$ cat config.mk
export PLATFORM = sky130hd
export DESIGN_NAME = fixed_block_pool_manager
export DESIGN_NICKNAME = d
export VERILOG_FILES = /design/src/fbpm_pkg.sv /design/src/fbpm_ram.sv /design/src/fbpm_ctrl.sv /design/src/fixed_block_pool_manager.sv
export SDC_FILE = /design/constraint.sdc
export NUM_CORES = 2
export LEC_CHECK = 0
export ABC_AREA = 0
export BUFFER_PORTS_ARGS = -buffer_cell sky130_fd_sc_hd__clkbuf_2
export CORE_ASPECT_RATIO = 1.2
export CORE_MARGIN = 10
export CORE_UTILIZATION = 30
export DETAILED_ROUTE_END_ITERATION = 10
export PLACE_DENSITY = 0.55
export SKIP_CTS_REPAIR_TIMING = 1
export SYNTH_ARGS = -nofsm -noshare
export SYNTH_HDL_FRONTEND = slang
export SYNTH_SLANG_ARGS = --single-unit
$ cat constraint.sdc
create_clock -name clk -period 9.4 [get_ports clk]
set_input_delay 0.94 -clock clk [delete_from_list [all_inputs] [get_ports clk]]
set_output_delay 0.94 -clock clk [all_outputs]
set_load 0.1 [all_outputs]
$ cat src/fbpm_pkg.sv
// Shared types and constants of the fixed block pool manager.
// Used by fbpm_ctrl and by the top level fixed_block_pool_manager.
package fbpm_pkg;

	localparam int NUM_CFG    = 4;
	localparam int CFG_IDX_W  = 2;
	localparam int CFG_W      = 7;
	localparam int KIND_W     = 3;
	localparam int POOL_ID_W  = 4;
	localparam int TASK_W     = 8;
	localparam int BLOCK_W    = 6;
	localparam int COUNT_W    = 7;
	localparam int STATUS_W   = 3;
	localparam int IN_DATA_W  = 24;
	localparam int OUT_DATA_W = 32;

	typedef enum logic [KIND_W-1:0] {
		KIND_GET_WAIT = 3'd0,
		KIND_GET_POLL = 3'd1,
		KIND_RELEASE  = 3'd2,
		KIND_REFER    = 3'd3,
		KIND_INIT     = 3'd4
	} kind_t;

	typedef enum logic [STATUS_W-1:0] {
		STATUS_OK         = 3'd0,
		STATUS_BAD_ID     = 3'd1,
		STATUS_NO_POOL    = 3'd2,
		STATUS_WRONG_CTX  = 3'd3,
		STATUS_EMPTY      = 3'd4,
		STATUS_QUEUED     = 3'd5,
		STATUS_WAITQ_FULL = 3'd6,
		STATUS_OVERFLOW   = 3'd7
	} status_t;

	// Result of one word before the RAM read data is merged in.
	typedef struct packed {
		status_t             status;
		logic [BLOCK_W-1:0]  granted;
		logic [COUNT_W-1:0]  free_count;
		logic                stack_rd;   // granted comes from the stack RAM
		logic                woken_rd;   // woken task comes from the waiter RAM
		logic                head_rd;    // head waiter comes from the waiter RAM
	} item_res_t;

	typedef struct packed {
		logic stack_we;
		logic stack_re;
		logic fifo_we;
		logic fifo_re;
	} mem_ctl_t;

endpackage

$ cat src/fbpm_ram.sv
// Generic single-write, single-read RAM with registered read data.
// Depends on nothing; holds the stack and waiter stores.
module fbpm_ram #(
	parameter int WIDTH = 8,
	parameter int DEPTH = 256
) (
	input  logic                                   clk,
	input  logic                                   we,
	input  logic [(DEPTH > 1 ? $clog2(DEPTH) : 1)-1:0] waddr,
	input  logic [WIDTH-1:0]                       wdata,
	input  logic                                   re,
	input  logic [(DEPTH > 1 ? $clog2(DEPTH) : 1)-1:0] raddr,
	output logic [WIDTH-1:0]                       rdata
);

	logic [WIDTH-1:0] mem_q [DEPTH];

	always_ff @(posedge clk) begin
		if (we) begin
			mem_q[waddr] <= wdata;
		end
		if (re) begin
			rdata <= mem_q[raddr];
		end
	end

endmodule

$ cat src/fbpm_ctrl.sv
// Per-pool counters and the decision logic for one accepted word.
// Depends on fbpm_pkg; drives the stack and waiter RAM ports of the top level.
module fbpm_ctrl #(
	parameter int NUM_POOLS   = 4,
	parameter int MAX_BLOCKS  = 64,
	parameter int MAX_WAITERS = 8,
	parameter int MAX_TASKS   = 255,
	localparam int PW  = (NUM_POOLS > 1) ? $clog2(NUM_POOLS) : 1,
	localparam int BW  = $clog2(MAX_BLOCKS),
	localparam int WW  = (MAX_WAITERS > 1) ? $clog2(MAX_WAITERS) : 1
) (
	input  logic                                              clk,
	input  logic                                              arst_n,
	input  logic                                              accept,
	input  logic [fbpm_pkg::KIND_W-1:0]                       kind,
	input  logic [fbpm_pkg::POOL_ID_W-1:0]                    pool_id,
	input  logic [fbpm_pkg::TASK_W-1:0]                       requester_task,
	input  logic [fbpm_pkg::BLOCK_W-1:0]                      released_block,
	input  logic                                              in_task_context,
	input  logic [fbpm_pkg::NUM_CFG-1:0][fbpm_pkg::CFG_W-1:0] pool_blocks,
	output fbpm_pkg::item_res_t                               res,
	output fbpm_pkg::mem_ctl_t                                mem,
	output logic [PW+BW-1:0]                                  stack_addr,
	output logic [PW+WW-1:0]                                  fifo_addr
);

	localparam int CW  = $clog2(MAX_BLOCKS + 1);
	localparam int WCW = $clog2(MAX_WAITERS + 1);
	localparam int XW  = ((CW > fbpm_pkg::CFG_W) ? CW : fbpm_pkg::CFG_W) + 1;

	logic [CW-1:0]  depth_q [NUM_POOLS];
	logic [CW-1:0]  fresh_q [NUM_POOLS];
	logic [WW-1:0]  head_q  [NUM_POOLS];
	logic [WW-1:0]  tail_q  [NUM_POOLS];
	logic [WCW-1:0] count_q [NUM_POOLS];

	logic [CW-1:0]  depth_nx, fresh_nx;
	logic [WW-1:0]  head_nx, tail_nx;
	logic [WCW-1:0] count_nx;
	logic           upd;
	logic           init_all;

	always_comb begin
		logic [fbpm_pkg::POOL_ID_W-1:0] pid_m1;
		logic [fbpm_pkg::CFG_W-1:0]     n_raw, n;
		logic                           id_ok;
		logic [PW-1:0]                  pidx;
		logic [CW-1:0]                  depth, fresh;
		logic [WW-1:0]                  whead, wtail;
		logic [WCW-1:0]                 wcount;
		logic [XW-1:0]                  n_x, fresh_left, free_now;

		pid_m1 = pool_id - 4'd1;
		n_raw  = (32'(pid_m1) < fbpm_pkg::NUM_CFG) ?
			pool_blocks[pid_m1[fbpm_pkg::CFG_IDX_W-1:0]] : '0;
		n      = (9'(n_raw) > 9'(MAX_BLOCKS)) ? fbpm_pkg::CFG_W'(MAX_BLOCKS) : n_raw;
		id_ok  = (pool_id != '0) && (5'(pool_id) <= 5'(NUM_POOLS));
		pidx   = id_ok ? pid_m1[PW-1:0] : '0;

		depth  = depth_q[pidx];
		fresh  = fresh_q[pidx];
		whead  = head_q[pidx];
		wtail  = tail_q[pidx];
		wcount = count_q[pidx];

		n_x        = XW'(n);
		fresh_left = (XW'(fresh) < n_x) ? n_x - XW'(fresh) : '0;
		free_now   = XW'(depth) + fresh_left;

		res        = '0;
		res.status = fbpm_pkg::STATUS_OK;
		mem        = '0;
		stack_addr = {pidx, BW'(depth)};
		fifo_addr  = {pidx, whead};
		depth_nx   = depth;
		fresh_nx   = fresh;
		head_nx    = whead;
		tail_nx    = wtail;
		count_nx   = wcount;
		upd        = 1'b0;
		init_all   = 1'b0;

		priority if (kind == fbpm_pkg::KIND_INIT) begin
			init_all = 1'b1;
		end else if (kind > fbpm_pkg::KIND_INIT) begin
			// no result and no state change
			init_all = 1'b0;
		end else if (pool_id == '0) begin
			res.status = fbpm_pkg::STATUS_BAD_ID;
		end else if (!id_ok || n == '0) begin
			res.status = fbpm_pkg::STATUS_NO_POOL;
		end else if (kind == fbpm_pkg::KIND_GET_WAIT && !in_task_context) begin
			res.status = fbpm_pkg::STATUS_WRONG_CTX;
		end else if (kind == fbpm_pkg::KIND_GET_WAIT || kind == fbpm_pkg::KIND_GET_POLL) begin
			priority if (depth != '0) begin
				// pop the most recently released block
				depth_nx     = depth - CW'(1);
				stack_addr   = {pidx, BW'(depth_nx)};
				mem.stack_re = 1'b1;
				res.stack_rd = 1'b1;
				upd          = 1'b1;
			end else if (fresh_left != '0) begin
				res.granted = fbpm_pkg::BLOCK_W'(fresh);
				fresh_nx    = fresh + CW'(1);
				upd         = 1'b1;
			end else if (kind == fbpm_pkg::KIND_GET_POLL) begin
				res.status = fbpm_pkg::STATUS_EMPTY;
			end else if (requester_task == '0 || 9'(requester_task) > 9'(MAX_TASKS)) begin
				res.status = fbpm_pkg::STATUS_BAD_ID;
			end else if (wcount >= WCW'(MAX_WAITERS)) begin
				res.status = fbpm_pkg::STATUS_WAITQ_FULL;
			end else begin
				fifo_addr   = {pidx, wtail};
				mem.fifo_we = 1'b1;
				tail_nx     = (wtail == WW'(MAX_WAITERS - 1)) ? '0 : wtail + WW'(1);
				count_nx    = wcount + WCW'(1);
				res.status  = fbpm_pkg::STATUS_QUEUED;
				upd         = 1'b1;
			end
		end else if (kind == fbpm_pkg::KIND_RELEASE) begin
			priority if (wcount != '0) begin
				// hand the block straight to the oldest waiter
				mem.fifo_re  = 1'b1;
				res.woken_rd = 1'b1;
				res.granted  = released_block;
				head_nx      = (whead == WW'(MAX_WAITERS - 1)) ? '0 : whead + WW'(1);
				count_nx     = wcount - WCW'(1);
				upd          = 1'b1;
			end else if (free_now >= n_x || XW'(depth) >= XW'(MAX_BLOCKS)) begin
				res.status = fbpm_pkg::STATUS_OVERFLOW;
			end else begin
				mem.stack_we = 1'b1;
				depth_nx     = depth + CW'(1);
				upd          = 1'b1;
			end
		end else begin
			res.free_count = (free_now > n_x) ? n : fbpm_pkg::COUNT_W'(free_now);
			if (wcount != '0) begin
				mem.fifo_re = 1'b1;
				res.head_rd = 1'b1;
			end
		end

		if (!accept) begin
			mem = '0;
		end
	end

	always_ff @(posedge clk or negedge arst_n) begin
		if (!arst_n) begin
			for (int i = 0; i < NUM_POOLS; i++) begin
				depth_q[i] <= '0;
				fresh_q[i] <= '0;
				head_q[i]  <= '0;
				tail_q[i]  <= '0;
				count_q[i] <= '0;
			end
		end else if (accept && init_all) begin
			for (int i = 0; i < NUM_POOLS; i++) begin
				depth_q[i] <= '0;
				fresh_q[i] <= '0;
				head_q[i]  <= '0;
				tail_q[i]  <= '0;
				count_q[i] <= '0;
			end
		end else if (accept && upd) begin
			depth_q[stack_addr[PW+BW-1:BW]] <= depth_nx;
			fresh_q[stack_addr[PW+BW-1:BW]] <= fresh_nx;
			head_q[stack_addr[PW+BW-1:BW]]  <= head_nx;
			tail_q[stack_addr[PW+BW-1:BW]]  <= tail_nx;
			count_q[stack_addr[PW+BW-1:BW]] <= count_nx;
		end
	end

endmodule

$ cat src/fixed_block_pool_manager.sv
// Result path: decision, counter update and RAM read are registered at acceptance into s1,
// then the merged word goes into the output register, which holds while m_tready is low.
// Throughput: one request word per cycle unless m_tready stalls; kinds 5 to 7 are taken and give no word.
// Reset clears pool sizes, all pool counters and the valid flags; the stack and
// waiter RAMs are not cleared and are only read at entries written before.
module fixed_block_pool_manager #(
	parameter int NUM_POOLS   = 4,
	parameter int MAX_BLOCKS  = 64,
	parameter int MAX_WAITERS = 8,
	parameter int MAX_TASKS   = 255
) (
	input  logic                                  clk,
	input  logic                                  arst_n,
	// s_tdata: pool_id[3:0], requester_task[11:4], released_block[17:12],
	// in_task_context[18], zero[23:19]
	input  logic                                  s_tvalid,
	output logic                                  s_tready,
	input  logic [fbpm_pkg::IN_DATA_W-1:0]        s_tdata,
	// s_tuser: kind[2:0]
	input  logic [fbpm_pkg::KIND_W-1:0]           s_tuser,
	// m_tdata: status[2:0], granted_block[8:3], woken_task[16:9],
	// free_count[23:17], head_waiter[31:24]
	output logic                                  m_tvalid,
	input  logic                                  m_tready,
	output logic [fbpm_pkg::OUT_DATA_W-1:0]       m_tdata,
	input  logic                                  cfg_valid,
	output logic                                  cfg_ready,
	input  logic [fbpm_pkg::CFG_IDX_W-1:0]        cfg_index,
	input  logic [fbpm_pkg::CFG_W-1:0]            cfg_data
);

	localparam int PW = (NUM_POOLS > 1) ? $clog2(NUM_POOLS) : 1;
	localparam int BW = $clog2(MAX_BLOCKS);
	localparam int WW = (MAX_WAITERS > 1) ? $clog2(MAX_WAITERS) : 1;
	localparam int STACK_DEPTH = 1 << (PW + BW);
	localparam int FIFO_DEPTH  = 1 << (PW + WW);

	logic [fbpm_pkg::NUM_CFG-1:0][fbpm_pkg::CFG_W-1:0] pool_blocks_q;

	logic                             accept;
	logic                             adv_s1;
	logic                             valid_s1;
	fbpm_pkg::item_res_t              item_s1;
	fbpm_pkg::item_res_t              res;
	fbpm_pkg::mem_ctl_t               mem;
	logic [PW+BW-1:0]                 stack_addr;
	logic [PW+WW-1:0]                 fifo_addr;
	logic [fbpm_pkg::BLOCK_W-1:0]     stack_rdata;
	logic [fbpm_pkg::TASK_W-1:0]      fifo_rdata;
	logic                             out_valid_q;
	logic [fbpm_pkg::OUT_DATA_W-1:0]  out_data_q;
	logic [fbpm_pkg::OUT_DATA_W-1:0]  out_word;

	assign cfg_ready = 1'b1;
	assign adv_s1    = valid_s1 && (!out_valid_q || m_tready);
	assign s_tready  = !valid_s1 || adv_s1;
	assign accept    = s_tvalid && s_tready;
	assign m_tvalid  = out_valid_q;
	assign m_tdata   = out_data_q;

	always_ff @(posedge clk or negedge arst_n) begin
		if (!arst_n) begin
			pool_blocks_q <= '0;
		end else if (cfg_valid && cfg_ready) begin
			pool_blocks_q[cfg_index] <= cfg_data;
		end
	end

	fbpm_ctrl #(
		.NUM_POOLS   (NUM_POOLS),
		.MAX_BLOCKS  (MAX_BLOCKS),
		.MAX_WAITERS (MAX_WAITERS),
		.MAX_TASKS   (MAX_TASKS)
	) u_ctrl (
		.clk             (clk),
		.arst_n          (arst_n),
		.accept          (accept),
		.kind            (s_tuser),
		.pool_id         (s_tdata[3:0]),
		.requester_task  (s_tdata[11:4]),
		.released_block  (s_tdata[17:12]),
		.in_task_context (s_tdata[18]),
		.pool_blocks     (pool_blocks_q),
		.res             (res),
		.mem             (mem),
		.stack_addr      (stack_addr),
		.fifo_addr       (fifo_addr)
	);

	fbpm_ram #(
		.WIDTH (fbpm_pkg::BLOCK_W),
		.DEPTH (STACK_DEPTH)
	) u_stack_ram (
		.clk   (clk),
		.we    (mem.stack_we),
		.waddr (stack_addr),
		.wdata (s_tdata[17:12]),
		.re    (mem.stack_re),
		.raddr (stack_addr),
		.rdata (stack_rdata)
	);

	fbpm_ram #(
		.WIDTH (fbpm_pkg::TASK_W),
		.DEPTH (FIFO_DEPTH)
	) u_fifo_ram (
		.clk   (clk),
		.we    (mem.fifo_we),
		.waddr (fifo_addr),
		.wdata (s_tdata[11:4]),
		.re    (mem.fifo_re),
		.raddr (fifo_addr),
		.rdata (fifo_rdata)
	);

	// Hold the decided word while the RAM read completes.
	always_ff @(posedge clk or negedge arst_n) begin
		if (!arst_n) begin
			valid_s1 <= 1'b0;
		end else if (accept) begin
			valid_s1 <= (s_tuser <= fbpm_pkg::KIND_W'(fbpm_pkg::KIND_INIT));
		end else if (adv_s1) begin
			valid_s1 <= 1'b0;
		end
	end

	always_ff @(posedge clk) begin
		if (accept) begin
			item_s1 <= res;
		end
	end

	// Merge the RAM read data into the result word.
	always_comb begin
		out_word = {
			item_s1.head_rd  ? fifo_rdata : fbpm_pkg::TASK_W'(0),
			item_s1.free_count,
			item_s1.woken_rd ? fifo_rdata : fbpm_pkg::TASK_W'(0),
			item_s1.stack_rd ? stack_rdata : item_s1.granted,
			item_s1.status
		};
	end

	always_ff @(posedge clk or negedge arst_n) begin
		if (!arst_n) begin
			out_valid_q <= 1'b0;
		end else if (adv_s1) begin
			out_valid_q <= 1'b1;
		end else if (m_tready) begin
			out_valid_q <= 1'b0;
		end
	end

	always_ff @(posedge clk) begin
		if (adv_s1) begin
			out_data_q <= out_word;
		end
	end

	a_unknown_kind_dropped: assert property (@(posedge clk) disable iff (!arst_n)
		(s_tvalid && s_tready && s_tuser > fbpm_pkg::KIND_W'(fbpm_pkg::KIND_INIT))
		|=> !valid_s1)
		else $error("unknown kind produced a pending result");

	a_one_ram_source: assert property (@(posedge clk) disable iff (!arst_n)
		valid_s1 |-> $onehot0({item_s1.stack_rd, item_s1.woken_rd, item_s1.head_rd}))
		else $error("more than one RAM source selected for one word");

	a_woken_means_ok: assert property (@(posedge clk) disable iff (!arst_n)
		(m_tvalid && m_tdata[16:9] != '0)
		|-> m_tdata[2:0] == fbpm_pkg::STATUS_W'(fbpm_pkg::STATUS_OK))
		else $error("woken task reported with a failing status");

	a_stall_holds_s1: assert property (@(posedge clk) disable iff (!arst_n)
		(valid_s1 && !adv_s1) |-> !(mem.stack_re || mem.fifo_re) ##1 valid_s1)
		else $error("pending word lost or RAM read issued during a stall");

endmodule
==> flow_summary.json <==
{
  "placed_area_um2": 85000,
  "clock_path_buffers": 3,
  "io_buffers": 69,
  "gp_congestion": 0.855,
  "tightestPinTransition_ps": 1400,
  "antenna_left": 0,
  "postSynthCellCount": 5354,
  "dieArea_um2": 287000,
  "drive_above_1_share_pct": 12.9,
  "drcViolationCount": 0,
  "first_global_vias": 48800,
  "setup.worst_path.end_class": "flop",
  "cp_data_arrival_time_ps": 8760,
  "start_util_pct": 30.1,
  "post_synth.cell_area_avg_um2": 14.9,
  "final_cell_area_um2": 91400,
  "antenna_found_initial": 5,
  "clkPwrFrac_pct": 42.2,
  "yosysWarnings": 0,
  "crit_slowest_cell": "fa_1",
  "vias_per_cell": 5.39,
  "h-tree-depth": 4,
  "ys_seq_area_share_pct": 73.9,
  "dp_slack_ps": 375,
  "grt_pass1_wl_um": 341000,
  "nets": 5472,
  "syn_nets": 5431,
  "slew_violations": 0,
  "first_pass_iters": 6,
  "p_leak_nw": 29.9,
  "timing.rr.start": "pool_blocks_q[7]",
  "status": "finished, final reports clean",
  "wl_per_cell_um": 25.6,
  "clock_skew_ps": 49.7,
  "critPathLaunch": "s_tdata[0]",
  "p_switching_mw": 4.07,
  "synth_top_cell_area_share_pct": 69.9,
  "cts_tree": "yes",
  "tns_ps": 0,
  "grt_overflow_total": 0,
  "crit_path_start_kind": "input port",
  "internal_power_mw": 14.3,
  "netlist_area_um2": 79800,
  "setup_viol": 0,
  "numCtsBuffers": 195,
  "finalHoldViolCount": 0,
  "cap_violations": 0,
  "p_per_area_nw_per_um2": 201,
  "synth_edf_count": 1857,
  "cp_max_fo": 13,
  "synth-seq-cells": 1983,
  "regToRegEndpoint": "u_stack_ram.mem_q[246][3]",
  "p_comb_share_pct": 4.8,
  "die_w_um": 491,
  "whs_ps": 193,
  "critical_path.endpoint": "u_stack_ram.mem_q[246][3]",
  "pwr-share-seq_pct": 53.0,
  "synthTopCellsByArea": "edfxtp_1, dfrtp_1, o221ai_1",
  "rr_worst_depth": 32,
  "r2r_setup_slack_ps": 1490,
  "syn_to_final_growth_pct": 14.6,
  "clock-sinks": 1983,
  "clk_pin_slew_ps": 60,
  "sw_frac_of_total_pct": 22.2,
  "yosys.area.top_type": "edfxtp_1",
  "min_period_over_period_pct": 88.0,
  "core-area_um2": 265000,
  "hpwl_um": 140000,
  "synth_ff_type": "edfxtp_1",
  "clockRootBuffer": "clkbuf_16",
  "async_flop_share_pct": 6.35,
  "rsz0062_at_grt": "false",
  "period_needed_ps": 8270,
  "row_count": 207,
  "io_pins": 76,
  "ir_drop_v": 0.000160,
  "die_h_um": 585,
  "num-fill-cells": 25400,
  "critical_path_required_ps": 9880,
  "clkLatencyLatePin_ps": 860,
  "ys_types": 88,
  "max_stage_delay_ps": 460,
  "drt-total-wl_um": 233000,
  "path_common_cell": "nor2_1",
  "hp-class": "in -> async",
  "gr-usage-all-layers_pct": 15.6,
  "fmax_mhz": 121,
  "vias": 49100,
  "critPathKind": "in -> reg",
  "grt_max_degree": 204,
  "drt-initial-drc-count": 5116,
  "setup_slack_ps": 1130,
  "slew_headroom_pct": 6.98
}
## per-layer routing
layer / global-route usage (%) / vias up / share of wire (%) / wire [µm]
met5: 0 / - / 0.0056 / 13
met4: 5.83 / 2 / 3.8 / 8760
met3: 2.52 / 402 / 6.9 / 16100
met2: 25.9 / 2039 / 48 / 112000
met1: 20.6 / 25200 / 41 / 96400
li1: - / 21500 / - / -
## layout by cell type, fill, tap and decap left out, drive strengths merged, types with 16 or more instances in the layout
cell and n:
o221ai 259, a2111oi 16, nor4 46, a31oi 49, a21oi 249, mux2i 202
o32ai 59, mux2 63, nor3 90, clkbuf 311, clkinv 90, inv 50
a211oi 158, o22ai 135, and3 165, edfxtp 1857, a311oi 19, nand2 324
nor2 375, xnor2 16, buf 165, o21ai 150, nand4 20, ha 34
bufinv 16, nand3 185, a22oi 119, dfrtp 126, and2 39
## stage by stage
step           instances  total power, mW  utilization [%]
6_report            9119             18.3             34.5
4_1_cts             9112             18.5             34.5
3_5_place_dp        8751             10.8             32.1
3_3_place_gp        8751             10.8             32.1
2_1_floorplan       5354             10.4                -
5_1_grt             9116             18.9             34.5
## power groups by stage
stage | Clock, mW | Combinational, mW | Sequential, mW
detailed placement | 0 | 0.889 | 9.90
floorplan | 0 | 0.429 | 9.97
global placement | 0 | 0.887 | 9.90
global route | 8.23 | 0.956 | 9.72
CTS | 7.87 | 0.891 | 9.72
finish | 7.74 | 0.884 | 9.72
## sequential cells by signal, indices dropped and copies added (netlist names)
register and count:
valid_s1 1, m_tvalid 1, u_ctrl.count_q 16, u_fifo_ram.mem_q 256, u_ctrl.tail_q 12, u_ctrl.depth_q 28
u_ctrl.fresh_q 28, item_s1 19, u_fifo_ram.rdata 8, u_stack_ram.rdata 6, pool_blocks_q 28, u_ctrl.head_q 12
u_stack_ram.mem_q 1536, m_tdata 32
## cells by family after synthesis
kind of cell             Yosys count  share of synthesized area [%]
AO/OA/AOI/OAI                   1300                           11.6
XOR/XNOR                          20                          0.229
adder cells (fa/ha/maj)           36                          0.584
buffers and inverters            434                           2.27
flip-flops                      1983                           73.9
multiplexers                     276                           3.74
other                              1                        0.00470
AND/OR/NAND/NOR                 1304                           7.74
## how the worst min path moves through the flow
stage | from | to | cells past startpoint
after floorplan | item_s1[16] | m_tdata[0] | 0
after global placement | item_s1[17] | m_tdata[1] | 0
after detailed placement | item_s1[16] | m_tdata[0] | 0
after CTS | arst_n | pool_blocks_q[24] | 1
after global routing | arst_n | pool_blocks_q[10] | 1
final | arst_n | pool_blocks_q[10] | 1
## synth_stat cells (all sizes together) (5+ instances only)
cell type     n
nor2        375
and3        165
a41oi         5
nor2b         5
a222oi        8
inv          45
o221ai      259
or2           6
a22oi       119
o21ai       150
nor3         90
edfxtp     1857
a311oi       19
a211oi      158
nor3b        13
buf         163
o32ai        59
a21o          8
nor4         46
nand2b        5
a221oi        9
dfrtp       126
a31oi        49
o22ai       135
a21oi       249
ha           34
o21a          5
o41ai         7
o31ai        13
nand2       324
or3          14
a2111oi      16
nand3       185
clkbuf      224
and2         39
xnor2        16
mux2         63
o31a          6
nand4        20
mux4         11
mux2i       202
## area by class of cell
cell class / count / area, µm² / area share, %
timing repair buffer: 231 / 1940 / 2.13
inverter: 47 / 176 / 0.193
sequential: 1983 / 58900 / 64.5
antenna: 7 / 17.5 / 0.0192
tap: 3553 / 4450 / 4.87
clock inverter: 116 / 1260 / 1.38
clock buffer: 245 / 5120 / 5.60
multi-input combinational: 2937 / 19500 / 21.3
## critical path: cells and delay by family
family,cells,cell delay [ps]
AND/OR/NAND/NOR,11,2290
AO/OA/AOI/OAI,12,2040
adder cells (fa/ha/maj),5,1870
buffers and inverters,8,1400
XOR/XNOR,1,180
Note: power is estimated with default switching activity, not from simulation.
